--- config.mk ---
export PLATFORM = sky130hd
export DESIGN_NAME = pitl_cross
export DESIGN_NICKNAME = d
export VERILOG_FILES = /design/src/sv/pitl_pkg.sv /design/src/sv/pitl_cross.sv
export SDC_FILE = /design/constraint.sdc
export NUM_CORES = 2
export LEC_CHECK = 0
export ABC_AREA = 1
export BUFFER_PORTS_ARGS = -buffer_cell sky130_fd_sc_hd__buf_2
export CAP_MARGIN = 15
export CORE_MARGIN = 3
export CORE_UTILIZATION = 55
export DETAILED_ROUTE_END_ITERATION = 16
export PLACE_DENSITY = 0.68
export SLEW_MARGIN = 15
export SYNTH_ARGS = -nofsm -noshare
export SYNTH_HDL_FRONTEND = slang
export SYNTH_SLANG_ARGS = --single-unit
--- constraint.sdc ---
create_clock -name aclk -period 7.11 [get_ports aclk]
set_input_delay 0.711 -clock aclk [delete_from_list [all_inputs] [get_ports aclk]]
set_output_delay 0.711 -clock aclk [all_outputs]
set_load 0.01 [all_outputs]
--- src/sv/pitl_pkg.sv ---
// shared constants, codes and types of the point in triangle list test block
// no dependencies
`timescale 1ns / 1ps

package pitl_pkg;

    localparam int MAX_VERTICES  = 512;
    localparam int MAX_TRIANGLES = 512;
    localparam int COORD_WIDTH   = 20;

    localparam int VERT_AW   = (MAX_VERTICES > 1) ? $clog2(MAX_VERTICES) : 1;
    localparam int TRI_AW    = (MAX_TRIANGLES > 1) ? $clog2(MAX_TRIANGLES) : 1;
    localparam int TRI_CNT_W = $clog2(MAX_TRIANGLES + 1);

    localparam int OPCODE_W = 2;
    localparam int INDEX_W  = 9;
    localparam int COUNT_W  = 10;
    localparam int TOL_W    = 40;

    // doubled area arithmetic widths
    localparam int DIFF_W  = COORD_WIDTH + 1;
    localparam int PROD_W  = 2 * DIFF_W;
    localparam int CROSS_W = PROD_W + 1;
    localparam int AREA_W  = PROD_W;
    localparam int SUM_W   = AREA_W + 2;
    localparam int GAP_W   = SUM_W + 1;
    localparam int CMP_W   = (GAP_W > TOL_W) ? GAP_W : TOL_W;

    // tag cells from issue to the gap register
    localparam int PIPE_DEPTH = 7;

    localparam logic [OPCODE_W-1:0] OP_WR_VERTEX = 2'd0;
    localparam logic [OPCODE_W-1:0] OP_WR_TRI    = 2'd1;
    localparam logic [OPCODE_W-1:0] OP_QUERY     = 2'd2;

    localparam int CFG_IDX_W  = 1;
    localparam int CFG_DATA_W = TOL_W;
    localparam logic [CFG_IDX_W-1:0] CFG_IDX_COUNT = 1'b0;
    localparam logic [CFG_IDX_W-1:0] CFG_IDX_TOL   = 1'b1;

    // request tdata layout
    localparam int SLOT_LSB   = 0;
    localparam int X_LSB      = SLOT_LSB + INDEX_W;
    localparam int Z_LSB      = X_LSB + COORD_WIDTH;
    localparam int A_LSB      = Z_LSB + COORD_WIDTH;
    localparam int B_LSB      = A_LSB + INDEX_W;
    localparam int C_LSB      = B_LSB + INDEX_W;
    localparam int S_FIELDS_W = C_LSB + INDEX_W;
    localparam int S_DATA_W   = ((S_FIELDS_W + 7) / 8) * 8;
    localparam int M_DATA_W   = ((INDEX_W + 7) / 8) * 8;

    typedef struct packed {
        logic signed [COORD_WIDTH-1:0] z;
        logic signed [COORD_WIDTH-1:0] x;
    } point_t;

    typedef struct packed {
        logic [INDEX_W-1:0] c;
        logic [INDEX_W-1:0] b;
        logic [INDEX_W-1:0] a;
    } corners_t;

    typedef struct packed {
        logic              valid;
        logic              last;
        logic [TRI_AW-1:0] idx;
    } tag_t;

endpackage

--- src/sv/pitl_cross.sv ---
// doubled area cell: |cross(q - p, r - p)| over three register stages
// depends on pitl_pkg
`timescale 1ns / 1ps

module pitl_cross import pitl_pkg::*; (
    input  logic              aclk,
    input  point_t            p,
    input  point_t            q,
    input  point_t            r,
    output logic [AREA_W-1:0] area
);

    logic signed [DIFF_W-1:0]  ux_reg, uz_reg, vx_reg, vz_reg;
    logic signed [PROD_W-1:0]  prod_a_reg, prod_b_reg;
    logic signed [CROSS_W-1:0] cross_val;
    logic [AREA_W-1:0]         area_reg, area_next;

    assign cross_val = CROSS_W'(prod_a_reg) - CROSS_W'(prod_b_reg);
    assign area_next = cross_val[CROSS_W-1] ? AREA_W'(-cross_val) : AREA_W'(cross_val);

    always_ff @(posedge aclk) begin
        ux_reg     <= DIFF_W'(q.x) - DIFF_W'(p.x);
        uz_reg     <= DIFF_W'(q.z) - DIFF_W'(p.z);
        vx_reg     <= DIFF_W'(r.x) - DIFF_W'(p.x);
        vz_reg     <= DIFF_W'(r.z) - DIFF_W'(p.z);
        prod_a_reg <= PROD_W'(ux_reg) * PROD_W'(vz_reg);
        prod_b_reg <= PROD_W'(uz_reg) * PROD_W'(vx_reg);
        area_reg   <= area_next;
    end

    assign area = area_reg;

endmodule

Yosys cells after proc, flatten, opt, wreduce, memory -nomap -nowiden
Cells that the tools add are included.

storage, ports and cells
  flip-flop bits (word level) = 210
  input bits = 121
  output and inout port bits = 42
  word-level logic and storage cells = 16

operators by class
  $add $sub $neg = 6
  multipliers = 2
  multiplexer cells = 1

operator list
  operator        number
  $mul 21x21->42  2
  $sub 20x20->21  4
  $sub 42x42->43  1
  $mux 42         1
  $neg 42->42     1

Longest topological paths before layout
  word-level depth = 3
  depth in mapped cells = 30

Worst setup path before layout
OpenSTA, ideal clock, no wires.

  path kind = register -> register
  start point = register ux_reg[20]
  end point = register prod_a_reg[40]
  setup time = 121 ps
  data arrival time = 6,202 ps
  data required time = 6,989 ps
  path slack = 787 ps
  cell stages (with the launch flop) = 24
  buffers on the path = 1
  period minus slack after synthesis = 6,323 ps
  path through = dfxtp_1 > clkbuf_1 > nand2_1 > fa_1 > fa_1 > inv_1 > fa_1 > inv_1 > fa_1 > inv_1 > fa_1 > inv_1 > fa_1 > fa_1 > inv_1 > ha_1 > a21oi_1 > a21boi_0 > o221ai_1 > a31oi_1 > nand3_1 > nand3_1 > nand2_1 > xor2_1

on the way
  word-level cells in the longest chain between the ends = 1

RTL lines
  item                    RTL line          text
  from (decl)             pitl_cross.sv:13  logic signed [DIFF_W-1:0] ux_reg, uz_reg, vx_reg, vz_reg;
  from (signal assigned)  pitl_cross.sv:22  ux_reg <= DIFF_W'(q.x) - DIFF_W'(p.x);
  $mul 21x21->42          pitl_cross.sv:26  prod_a_reg <= PROD_W'(ux_reg) * PROD_W'(vz_reg);
  to (signal assigned)    pitl_cross.sv:26
  to (decl)               pitl_cross.sv:14  logic signed [PROD_W-1:0] prod_a_reg, prod_b_reg;

Every way passes these cells.

Final worst setup path
  start point = register ux_reg[16]
  end point = register prod_a_reg[41]

The elaborated chain is that of the path after synthesis.

==> flow_summary.toml <==
[clocking]
cts.sinks = 210
root_buffer = "clkbuf_16"
cts_buffers = 28
h-tree-depth = 1
cts_resized = 0
cts_tree = "built"
cts_buffer_depth = 3
ctsHoldBuffers = 0
clk_pin_slew_worst_paths_ns = 0.06
post-cts-setup-buffer-count = 0
clk_latency_ns = 0.61

[job]
cap_viol_max_count = 0

[logic_synthesis]
synth.area.top_cells = "fa_1, inv_1, nand2_1, ha_1, dfxtp_1"
synthDistinctLibCells = 54
syn_area_per_cell_um2 = 7.700
synth_seq_area_share_pct = 9.026
synthFlopType = "dfxtp_1"
async_reset_ff_share_pct = 0
synth_seq_cells = 210
synthTopCellsByCount = "inv_1, nand2_1, fa_1"
synth_area_mm2 = 0.04658
synth_edf_count = 0
synthMostInstantiatedCell = "inv_1"
yosysWarnings = 0
synth_top_cell_by_area = "fa_1"
synth_top_area_share_pct = 39.67
postSynthCellCount = 6049
mappedNetlistNets = 7438

[sta]
worst_pin_slew_ns = 1.242
tns_ns = 0
max_slew_margin_pct = 16.47
rsz0062_at_grt = "no"
fin_skew_ns = 0.04175
finalSetupViolCount = 0
drv_slew = 0
layout_min_cycle_time_ns = 6.797
fmax_mhz = 147.1
fin_crit_sh_pct = 95.60
final-hold-violation-count = 0

[die]
die_area_mm2 = 0.08821
fp.dieW_um = 297.0
start_util_pct = 55.57
num_rows = 106
die_y_um = 297.0
coreArea_mm2 = 0.08382
io_pins = 163

[routing]
route.detailed.drc = 0
finalWirelength_mm = 124.6
wire_per_inst_um = 16.88
postRouteAntennaNets = 0
vias_per_cell = 5.041
drt_iter0_markers = 2842
vias = 37187
firstDrtPassIters = 6

[setup_path]
crit_type = "reg2reg"
critPathRequiredTime_ns = 7.55
reg2regPathDepth = 22
cp_max_fo = 11
critPathCaptureType = "flop"
crit_arrival_ns = 7.24
start_kind = "flop"

[cells_and_area]
syn2layout_area_growth_pct = 8.201
regArea_mm2 = 0.004228
multi_input_area_mm2 = 0.03506
fin_nets = 7610
fill_cells = 7877
drive_above_1_share_pct = 7.707

[hold_path]
hold_path.class = "in2reg"
min_path_cells = 3

[grt]
antenna_found_initial = 5
grt.overflow.total = 0
grt_usage_pct = 29.24
grt_pass1_wl_mm = 205.2
grt_pass1_vias = 38486
grt_max_degree = 33

[placed_design]
io_buffers = 162
place_congestion = 0.9663
dp_hpwl_mm = 109.4

[status]
status = "finished, final reports clean"
## layout by cell type, fill, tap and decap left out, types with 15 or more instances in the layout
cell type / count
buf_4: 151
nand2_1: 1537
clkbuf_16: 28
buf_2: 162
dfxtp_1: 193
a31oi_1: 25
fa_1: 923
nand2_2: 30
a21o_1: 17
o21ai_0: 72
or2_2: 15
xnor2_1: 79
xor2_1: 118
a21oi_1: 196
dfxtp_2: 16
nand4_1: 46
nor2_2: 19
inv_1: 1764
nand3_1: 104
ha_1: 345
nor2_1: 230
## critical path, stage by stage (launching register included)
cell and delay [ns]:
dfxtp_1 0.71, nand2_1 0.16, fa_1 0.54, fa_1 0.52
fa_1 0.52, inv_1 0.06, fa_1 0.55, fa_1 0.43
fa_1 0.50, inv_1 0.05, fa_1 0.47, inv_1 0.04
ha_1 0.37, a21o_1 0.23, a21oi_1 0.27, o21a_1 0.18
nand2_1 0.05, a21oi_1 0.31, o21ai_0 0.20, a21oi_1 0.24
nor2_1 0.07, nor2_1 0.12, xnor2_1 0.08
## per-layer routing
layer,part of all wire (%),track usage (%),vias to the layer above
met5,0,0,-
met4,2.4,5.753,0
met3,7.4,4.904,155
met2,46,47.88,1153
met1,45,41.35,18155
li1,-,-,17724
## layout make-up
type                       count  share of cell area [%]
antenna                        2                0.009931
clock inverter                15                  0.4667
sequential                   210                   8.389
clock buffer                  35                   1.502
tap                         1134                   2.815
inverter                    1771                   13.19
timing repair buffer         318                   4.057
multi-input combinational   3892                   69.57
## metrics by stage
stage / setup slack, ns / hold WS, ns / util, % / cells / instance area [µm²]
2_1_floorplan: 0.7871 / 0.5195 / - / 6049 / 46580
3_3_place_gp: 0.3066 / 0.5886 / 58.89 / 7325 / 49360
3_5_place_dp: 0.1050 / 0.5867 / 58.89 / 7325 / 49360
4_1_cts: 0.02721 / 0.4090 / 60.08 / 7375 / 50360
5_1_grt: 0.008368 / 0.4555 / 60.12 / 7375 / 50390
6_report: 0.3131 / 0.4391 / 60.13 / 7377 / 50400
## worst paths after layout
kind	startpoint	to	slack, ns
worst max-delay path	ux_reg[16]$_DFF_P_	prod_a_reg[41]$_DFF_P_	0.31
worst min-delay path	p[20]	uz_reg[0]$_DFF_P_	0.44
worst max register to register	ux_reg[16]$_DFF_P_	prod_a_reg[41]$_DFF_P_	0.31
worst min register to register	prod_b_reg[0]$_DFF_P_	area[0]$_DFF_P_	0.58
## logic make-up after synthesis
family	Yosys count	share of synthesized area, %
AOI/OAI and AO/OA	388	4.736
xor gates and xnor gates	198	3.739
adders and majority gates	1268	48.94
buffers and inverters	1947	15.73
DFF	210	9.026
and+or+nand+nor	2038	17.83
Power is not shown: default switching activity piles up to over one toggle a cycle in this logic, so the estimate is an artifact.
